## config.mk

```make
export PLATFORM = sky130hd
export DESIGN_NAME = iirbq_ctrl
export DESIGN_NICKNAME = d
export VERILOG_FILES = /design/src/sv/iirbq_pkg.sv /design/src/sv/iirbq_ctrl.sv
export SDC_FILE = /design/constraint.sdc
export NUM_CORES = 1
export LEC_CHECK = 0
export BUFFER_PORTS_ARGS = -buffer_cell sky130_fd_sc_hd__buf_2
export CORE_MARGIN = 1
export CORE_UTILIZATION = 56
export CTS_BUF_LIST = sky130_fd_sc_hd__clkbuf_8 sky130_fd_sc_hd__clkbuf_16
export CTS_CLUSTER_SIZE = 25
export DETAILED_ROUTE_END_ITERATION = 12
export PLACE_DENSITY_LB_ADDON = 0.1
export SLEW_MARGIN = 20
export SYNTH_ARGS = -nofsm -noshare
export SYNTH_HDL_FRONTEND = slang
export SYNTH_SLANG_ARGS = --single-unit
```

## constraint.sdc

```tcl
create_clock -name clk_i -period 5.4 [get_ports clk_i]
set_input_delay 0.81 -clock clk_i [delete_from_list [all_inputs] [get_ports clk_i]]
set_output_delay 0.81 -clock clk_i [all_outputs]
set_load 0.005 [all_outputs]
```

## src/sv/iirbq_pkg.sv

```systemverilog
// Shared types, widths and codes of the biquad cascade filter.
package iirbq_pkg;

  localparam int unsigned SAMPLE_W  = 32;
  localparam int unsigned COEF_W    = 32;
  localparam int unsigned HIST_W    = 48;
  localparam int unsigned LO_W      = 24;
  localparam int unsigned OPA_W     = LO_W + 1;
  localparam int unsigned OPB_W     = COEF_W + 1;
  localparam int unsigned PROD_W    = OPA_W + OPB_W;
  localparam int unsigned ACC_W     = 96;
  localparam int unsigned OUT_W     = 32;
  localparam int unsigned NSEC_W    = 4;
  localparam int unsigned GMAN_W    = 31;
  localparam int unsigned GSH_W     = 6;
  localparam int unsigned SH_W      = 7;
  localparam int unsigned GAIN_FRAC = 31;
  localparam int unsigned CFG_AW    = 2;
  localparam int unsigned CFG_DW    = 31;
  localparam int unsigned ACT_W     = 2;
  localparam int unsigned CSEC_W    = 3;
  localparam int unsigned TAP_W     = 2;

  localparam logic [ACT_W-1:0] ACT_FILTER = 2'd0;
  localparam logic [ACT_W-1:0] ACT_LOAD   = 2'd1;
  localparam logic [ACT_W-1:0] ACT_CLEAR  = 2'd2;

  localparam logic [CFG_AW-1:0] CFG_NUM_SECTIONS  = 2'd0;
  localparam logic [CFG_AW-1:0] CFG_GAIN_MANTISSA = 2'd1;
  localparam logic [CFG_AW-1:0] CFG_GAIN_SHIFT    = 2'd2;

  // tap order: coefficient b1/b2/a1/a2 pairs with history x1/x2/y1/y2
  localparam logic [TAP_W-1:0] TAP_X1 = 2'd0;
  localparam logic [TAP_W-1:0] TAP_X2 = 2'd1;
  localparam logic [TAP_W-1:0] TAP_Y1 = 2'd2;
  localparam logic [TAP_W-1:0] TAP_Y2 = 2'd3;

  typedef enum logic [2:0] {
    ACC_HOLD,
    ACC_LOAD_X,
    ACC_LOAD,
    ACC_ADD,
    ACC_SUB
  } acc_op_e;

  typedef struct packed {
    logic [ACT_W-1:0]           action;
    logic signed [SAMPLE_W-1:0] sample;
    logic [CSEC_W-1:0]          coef_section;
    logic [TAP_W-1:0]           coef_which;
    logic signed [COEF_W-1:0]   coef_value;
  } req_t;

  typedef struct packed {
    logic signed [OUT_W-1:0] filtered;
  } rsp_t;

  typedef struct packed {
    logic             ld_sample;
    logic             coef_wr;
    logic             hist_clr;
    logic             rd_en;
    logic             hist_wr;
    logic [TAP_W-1:0] tap;
    logic             hold_x1;
    logic             hold_y1;
    logic             mul_en;
    logic             mul_hi;
    logic             gain;
    acc_op_e          acc_op;
    logic             acc_shift;
    logic             rnd_en;
    logic             fin_en;
  } dp_cmd_t;

  typedef struct packed {
    logic out_free;
  } dp_sts_t;

endpackage

```

## src/sv/iirbq_ctrl.sv

```systemverilog
// Sequencer: walks sections and the gain stage, issues datapath commands.
module iirbq_ctrl #(
  parameter int unsigned MAX_SECTIONS = 8,
  localparam int unsigned SCW = $clog2(MAX_SECTIONS + 1)
) (
  input  logic                         clk_i,
  input  logic                         rst_ni,
  input  logic                         req_valid_i,
  input  logic [iirbq_pkg::ACT_W-1:0]  req_action_i,
  output logic                         req_ready_o,
  input  logic [SCW-1:0]               n_sec_i,
  input  iirbq_pkg::dp_sts_t           sts_i,
  output iirbq_pkg::dp_cmd_t           cmd_o,
  output logic [SCW-1:0]               sec_o
);

  localparam logic [1:0] ST_IDLE = 2'd0;
  localparam logic [1:0] ST_SECT = 2'd1;
  localparam logic [1:0] ST_GAIN = 2'd2;

  // section schedule
  localparam logic [3:0] T_RD_X1   = 4'd0;
  localparam logic [3:0] T_LO_X1   = 4'd1;
  localparam logic [3:0] T_RD_X2   = 4'd2;
  localparam logic [3:0] T_LO_X2   = 4'd3;
  localparam logic [3:0] T_RD_Y1   = 4'd4;
  localparam logic [3:0] T_LO_Y1   = 4'd5;
  localparam logic [3:0] T_RD_Y2   = 4'd6;
  localparam logic [3:0] T_LO_Y2   = 4'd7;
  localparam logic [3:0] T_HI_Y2   = 4'd8;
  localparam logic [3:0] T_ACC_END = 4'd9;
  localparam logic [3:0] T_ROUND   = 4'd10;
  localparam logic [3:0] T_FIN     = 4'd11;
  localparam logic [3:0] T_WR_Y1   = 4'd12;

  // gain schedule
  localparam logic [3:0] G_LO    = 4'd0;
  localparam logic [3:0] G_HI    = 4'd1;
  localparam logic [3:0] G_ACC   = 4'd2;
  localparam logic [3:0] G_ROUND = 4'd3;
  localparam logic [3:0] G_FIN   = 4'd4;

  logic [1:0]     state_q, state_d;
  logic [3:0]     step_q, step_d;
  logic [SCW-1:0] sec_q, sec_d;

  assign sec_o = sec_q;

  always_comb begin
    cmd_o        = '0;
    cmd_o.acc_op = iirbq_pkg::ACC_HOLD;
    state_d      = state_q;
    step_d       = step_q;
    sec_d        = sec_q;
    req_ready_o  = 1'b0;
    unique case (state_q)
      ST_IDLE: begin
        req_ready_o = 1'b1;
        if (req_valid_i) begin
          unique case (req_action_i)
            iirbq_pkg::ACT_FILTER: begin
              cmd_o.ld_sample = 1'b1;
              step_d          = '0;
              sec_d           = '0;
              state_d         = (n_sec_i == '0) ? ST_GAIN : ST_SECT;
            end
            iirbq_pkg::ACT_LOAD:  cmd_o.coef_wr  = 1'b1;
            iirbq_pkg::ACT_CLEAR: cmd_o.hist_clr = 1'b1;
            default: ;
          endcase
        end
      end
      ST_SECT: begin
        step_d = step_q + 4'd1;
        unique case (step_q)
          T_RD_X1: begin
            cmd_o.rd_en  = 1'b1;
            cmd_o.tap    = iirbq_pkg::TAP_X1;
            cmd_o.acc_op = iirbq_pkg::ACC_LOAD_X;
          end
          T_LO_X1: begin
            cmd_o.mul_en  = 1'b1;
            cmd_o.hold_x1 = 1'b1;
          end
          T_RD_X2: begin
            cmd_o.rd_en  = 1'b1;
            cmd_o.tap    = iirbq_pkg::TAP_X2;
            cmd_o.mul_en = 1'b1;
            cmd_o.mul_hi = 1'b1;
            cmd_o.acc_op = iirbq_pkg::ACC_ADD;
          end
          T_LO_X2: begin
            cmd_o.mul_en    = 1'b1;
            cmd_o.acc_op    = iirbq_pkg::ACC_ADD;
            cmd_o.acc_shift = 1'b1;
          end
          T_RD_Y1: begin
            cmd_o.rd_en  = 1'b1;
            cmd_o.tap    = iirbq_pkg::TAP_Y1;
            cmd_o.mul_en = 1'b1;
            cmd_o.mul_hi = 1'b1;
            cmd_o.acc_op = iirbq_pkg::ACC_ADD;
          end
          T_LO_Y1: begin
            cmd_o.mul_en    = 1'b1;
            cmd_o.hold_y1   = 1'b1;
            cmd_o.acc_op    = iirbq_pkg::ACC_ADD;
            cmd_o.acc_shift = 1'b1;
          end
          T_RD_Y2: begin
            cmd_o.rd_en  = 1'b1;
            cmd_o.tap    = iirbq_pkg::TAP_Y2;
            cmd_o.mul_en = 1'b1;
            cmd_o.mul_hi = 1'b1;
            cmd_o.acc_op = iirbq_pkg::ACC_SUB;
          end
          T_LO_Y2: begin
            cmd_o.mul_en    = 1'b1;
            cmd_o.acc_op    = iirbq_pkg::ACC_SUB;
            cmd_o.acc_shift = 1'b1;
            cmd_o.hist_wr   = 1'b1;
            cmd_o.tap       = iirbq_pkg::TAP_X2;
          end
          T_HI_Y2: begin
            cmd_o.mul_en  = 1'b1;
            cmd_o.mul_hi  = 1'b1;
            cmd_o.acc_op  = iirbq_pkg::ACC_SUB;
            cmd_o.hist_wr = 1'b1;
            cmd_o.tap     = iirbq_pkg::TAP_X1;
          end
          T_ACC_END: begin
            cmd_o.acc_op    = iirbq_pkg::ACC_SUB;
            cmd_o.acc_shift = 1'b1;
            cmd_o.hist_wr   = 1'b1;
            cmd_o.tap       = iirbq_pkg::TAP_Y2;
          end
          T_ROUND: cmd_o.rnd_en = 1'b1;
          T_FIN:   cmd_o.fin_en = 1'b1;
          T_WR_Y1: begin
            cmd_o.hist_wr = 1'b1;
            cmd_o.tap     = iirbq_pkg::TAP_Y1;
            step_d        = '0;
            if (sec_q == n_sec_i - SCW'(1)) begin
              state_d = ST_GAIN;
            end else begin
              sec_d = sec_q + SCW'(1);
            end
          end
          default: step_d = '0;
        endcase
      end
      ST_GAIN: begin
        cmd_o.gain = 1'b1;
        step_d     = step_q + 4'd1;
        unique case (step_q)
          G_LO: cmd_o.mul_en = 1'b1;
          G_HI: begin
            cmd_o.mul_en = 1'b1;
            cmd_o.mul_hi = 1'b1;
            cmd_o.acc_op = iirbq_pkg::ACC_LOAD;
          end
          G_ACC: begin
            cmd_o.acc_op    = iirbq_pkg::ACC_ADD;
            cmd_o.acc_shift = 1'b1;
          end
          G_ROUND: cmd_o.rnd_en = 1'b1;
          G_FIN: begin
            step_d = step_q;
            if (sts_i.out_free) begin
              cmd_o.fin_en = 1'b1;
              state_d      = ST_IDLE;
            end
          end
          default: state_d = ST_IDLE;
        endcase
      end
      default: state_d = ST_IDLE;
    endcase
  end

  always_ff @(posedge clk_i or negedge rst_ni) begin
    if (!rst_ni) begin
      state_q <= ST_IDLE;
      step_q  <= '0;
      sec_q   <= '0;
    end else begin
      state_q <= state_d;
      step_q  <= step_d;
      sec_q   <= sec_d;
    end
  end

endmodule

```

======== Yosys cells after proc, flatten, opt, wreduce, memory -nomap -nowiden ========
Index checks and enable logic that the tools add are counted.
storage, ports and cells
  bits in registers ....................... 10
  input port bits ......................... 10
  output and inout port bits .............. 23
  word-level logic and storage cells ...... 96
cells by class
  add/sub/neg operators ................... 3
  equal/unequal tests ..................... 25
  mux-type cells .......................... 43
  reductions and logical operators ........ 22
operator list
  kind                 count
  $reduce_or 4->1      7
  $mux 4               6
  $eq 4x4->1 const B   5
  $mux 1               19
  $eq 4x3->1 const B   4
  $mux 2               6
  $pmux 2 s2           3
  $pmux 2 s3           2
  $pmux 4 s3           1
  $pmux 6 s2           1
  $reduce_or 12->1     1
  $ne 2x2->1 const B   5
  $pmux 3 s3           1
  $add 4x1->4 const B  2
  $eq 4x2->1 const B   2
  $logic_not 4->1      2
  $pmux 4 s2           1
  $reduce_or 2->1      4
  $reduce_or 8->1      1
  $mux 3               2
  $mux 6               1
  $reduce_and 6->1     1
  $reduce_and 5->1     1
  $eq 2x1->1 const B   2
  10 further kinds     13

======== Depth between registers and ports, before layout ========
  word-level depth ........................ 5
  depth in mapped cells ................... 8
  depth with buffers taken out ............ 7

======== Worst setup path before layout ========
No wires, ideal clock.
  kind .................................... input-to-reg
  start ................................... input n_sec_i[0]
  end ..................................... register state_q[0]
  arrival time ............................ 2307 ps
  data required time ...................... 5272 ps
  setup slack ............................. 2965 ps
  stages .................................. 7
  path through ............................ inv_1 -> ha_1 -> xnor2_1 -> xnor2_1 -> or4_4 -> a21oi_2 -> mux2_1
on the way
  word-level cells in the longest chain between the ends .. 5
ends and longest elaborated chain
  element                                                              RTL line           RTL
  from (decl)                                                          iirbq_ctrl.sv:11   input logic [SCW-1:0] n_sec_i,
  parallel branches: the longest is 5 deep, another holds $sub 4x1->4  -
  to (signal assigned)                                                 iirbq_ctrl.sv:187  state_q <= state_d;
  to (decl)                                                            iirbq_ctrl.sv:43   logic [1:0] state_q, state_d;
Several ways; the timed one is not identified. The select of a mux whose other input is x is not followed.
A chain may end at the register's enable or synchronous reset.

==> impl_metrics.py <==
metrics = {
    "global_route": {
        "grt.total_usage_pct": 24.4,
        "grt_max_degree": 28,
        "first_global_vias": 865,
        "grt_first_pass_wirelength_um": 3870,
        "grt_use_met3_pct": 4.53,
        "most_used_routing_layer": "met2",
        "met2_routing_resource_usage_after_global_routing_pct": 37.0,
        "globalRouteOverflowTotal": 0,
        "met1_usage_pct": 35.0,
        "grt_antenna_before_repair": 0,
    },
    "clocking": {
        "cts_max_path_buffers": 2,
        "cts_tree": "built",
        "cts_max_level": 1,
        "post_cts.resized_instances": 0,
        "cts_made_buffers": 3,
        "cts.sink_count": 10,
        "post_cts_buffers": 0,
        "clk_root_buffer_cell": "clkbuf_8",
        "worst_setup_hold_path_clk_slew_ns": 0.05,
        "clock_insertion_delay_worst_skew_ns": 0.24,
        "cts_hold_buffers": 0,
    },
    "placed_design": {
        "hpwl_um": 2050,
        "port-buffer-count": 32,
        "placement.setup.worst_slack_ns": 2.59,
        "gp_routability_congestion": 0.832,
        "dpl.cell_count": 209,
    },
    "power_and_ir_drop": {
        "vdd_ir_drop_max_mv": 0.273,
        "p_per_area_nw_per_um2": 428,
        "p_leak_uw": 0.000693,
    },
    "logic_synthesis": {
        "yosys_warnings": 0,
        "synth_top_family_by_area": "simple AND/OR/NAND/NOR gates",
        "synth-edff-count": 0,
        "synth_cells": 158,
        "area_fraction_in_compound_gates_after_synthesis_pct": 24.7,
        "yosys.area_share.xor_xnor_pct": 5.27,
        "synth_fp_nets": 178,
        "synth_fa_ha_area_share_pct": 10.8,
        "share_of_synthesized_cell_area_in_and_or_nand_and_nor_gates_pct": 28.6,
        "ys_seq_elements": 10,
        "synthesis.area_per_instance_um2": 7.36,
        "synthArstFlopShare_pct": 100,
        "seq_area_frac_synth_pct": 21.5,
        "syn_area_um2": 1160,
        "synth.top_cell.area_share_pct": 21.5,
        "synth_largest_area_cell": "dfrtp_1",
        "synth.distinct_cells": 41,
        "synth.top_cells.by_area": "dfrtp_1 (22%), ha_1 (11%), o21ai_0 (6.0%)",
        "synth_mux_area_share_pct": 1.94,
        "yosys_most_used_dff": "dfrtp_1",
    },
    "setup_path": {
        "setup.worst_path.start": "state_q[1]",
        "cp.arrival_ns": 2.30,
        "regToRegStartpoint": "state_q[1]",
        "timing.critical_path.buf_inv": 2,
        "path_cells": "inv_1 -> ha_1 -> o21a_1 -> a21oi_1 -> a21boi_0 -> o21ai_0 -> and3_1 -> buf_2",
        "max_stage_delay_ns": 0.72,
        "critical_path.max_fanout": 27,
        "critPathTopFamily": "adder cells",
        "crit_required_ns": 4.59,
        "timing_worst_setup_path_type": "register to primary output",
        "worst_setup_path_start_kind": "register",
        "timing.critical_path.slowest_stage_cell": "ha_1",
        "critical_path.endpoint_type": "primary output",
    },
    "route": {
        "drt_iter0_markers": 41,
        "avgViaCountPerCell": 5.74,
        "drcViolationCount": 0,
        "postRouteAntennaNets": 0,
        "dr_total_vias": 1223,
        "detailedRoute.firstPassIterationCount": 4,
        "wl_per_cell_um": 13.0,
        "finalWirelength_um": 2770,
    },
    "sta": {
        "clock.fmax_ghz": 0.321,
        "finalMaxSlewViolations": 0,
        "min_period_ns": 3.11,
        "setup_slack_ns": 2.29,
        "hold_viol": 0,
        "setup_viol_count_final": 0,
        "worst_clock_skew_ns": 0.00229,
        "setup_repair_after_global_routing_missed_its_margin": "no",
        "worst_pin_slew_ns": 0.868,
        "max_slew_margin_pct": 42.2,
        "layout_worst_path_cycle_share_pct": 57.6,
        "final.setup.tns_ns": 0,
    },
    "run_status": {
        "status": "finished, final reports clean",
    },
    "die": {
        "dieHeight_um": 47.6,
        "floorplan.die_area_um2": 2260,
        "initial_utilization_pct": 59.3,
        "row_count": 16,
        "floorplan.io_pins": 33,
        "chipWidth_um": 47.6,
        "core_region_area_um2": 1960,
    },
    "hold_path": {
        "timing.hold.worst.class": "input port to async pin",
    },
    "final_layout": {
        "design.final.nets": 207,
        "num_antenna_cells": 0,
        "post_layout_nonfiller_instances": 213,
        "drive_gt1_share_pct": 22.0,
        "area_delta_synth_final_pct": 18.7,
    },
    "job": {
        "drv.max_cap_violation_count": 0,
    },
}
-- sequential cells by signal, indices dropped and copies added, names as in the netlist --
signal	count
step_q	4
sec_o	4
state_q	2
-- cell usage in the layout (no fill, tap or decap), drive strengths merged, types with 3 or more instances in the layout --
cell type  netlist  final
nor4             3      3
inv             14     14
nor2b            8      8
clkbuf           7      4
nor3             4      4
nand3            8      8
dfrtp           10     10
a21oi           10     10
and3             6      6
o21ai           14     14
nand2           17     17
a21boi           4      4
ha              10     10
a21o             3      3
nor2             7      7
xnor2            6      6
buf              1     32
-- through the flow --
step / hold slack (ns) / instance area (µm²) / power (µW) / utilization (%)
floorplan: 0.514 / 1160 / 389 / -
global placement: 0.529 / 1330 / 476 / 67.6
detailed placement: 0.552 / 1330 / 493 / 67.6
CTS: 0.431 / 1380 / 590 / 70.4
global route: 0.433 / 1380 / 639 / 70.4
finish: 0.419 / 1380 / 591 / 70.4
-- final cells by class --
type / instances / area, µm²
multi-input cells: 126 / 830
well taps: 27 / 33.8
repair buffers: 32 / 160
clock buffers: 4 / 55.1
inverters: 14 / 52.6
flip-flops and latches: 10 / 250
fillers: 181 / 581
-- routing by layer --
layer | vias to the layer above | share of wire [%]
li1 | 613 | -
met1 | 582 | 48
met2 | 23 | 48
met3 | 5 | 2.8
met4 | 0 | 1.2
met5 | - | 0
-- logic make-up (layout without fill, tap and decap cells) --
logic type | count (synthesis) | count (layout)
AO/OA/AOI/OAI | 45 | 45
multiplexers | 2 | 2
AND/OR/NAND/NOR | 62 | 62
XOR/XNOR | 7 | 7
buffers and inverters | 22 | 50
flip-flops | 10 | 10
adder cells (fa/ha/maj) | 10 | 10
-- path summary, 6_finish.rpt --
check | slack [ns] | endpoint | cells after the start
min reg2reg | 0.56 | state_q[1] | 1
max in group asynchronous | 4.79 | sec_o[3] | 1
min | 0.42 | step_q[0] | 1
max | 2.29 | cmd_o[4] | 8
min in group clk_i | 0.56 | state_q[1] | 1
max reg2reg | 3.03 | sec_o[0] | 6
-- synth_stat cells, drive strengths merged, types with 2 or more instances --
library cell  count
a21oi            10
clkbuf            7
nor2              7
inv              14
ha               10
nor4              3
mux2              2
a32oi             2
nor3              4
dfrtp            10
o31ai             2
o22ai             2
nor3b             2
or4               2
and3              6
a21o              3
o21ai            14
nand2            17
xnor2             6
nand3             8
nor2b             8
a21boi            4
-- worst register-to-register path, delay by kind of cell, from the launching register on --
kind | cells | cell delay [ns]
buf+inv | 1 | 0.09
flops | 1 | 0.41
simple gates | 3 | 0.79
fa+ha+maj | 1 | 0.72
mux | 1 | 0.30
-- power by group --
part	total, µW	switching, µW	internal, µW
clock network	97.4	33.0	64.4
registers	127	30.2	97.1
logic	367	214	153
total	591	277	314
(Power assumes the default switching activity.)
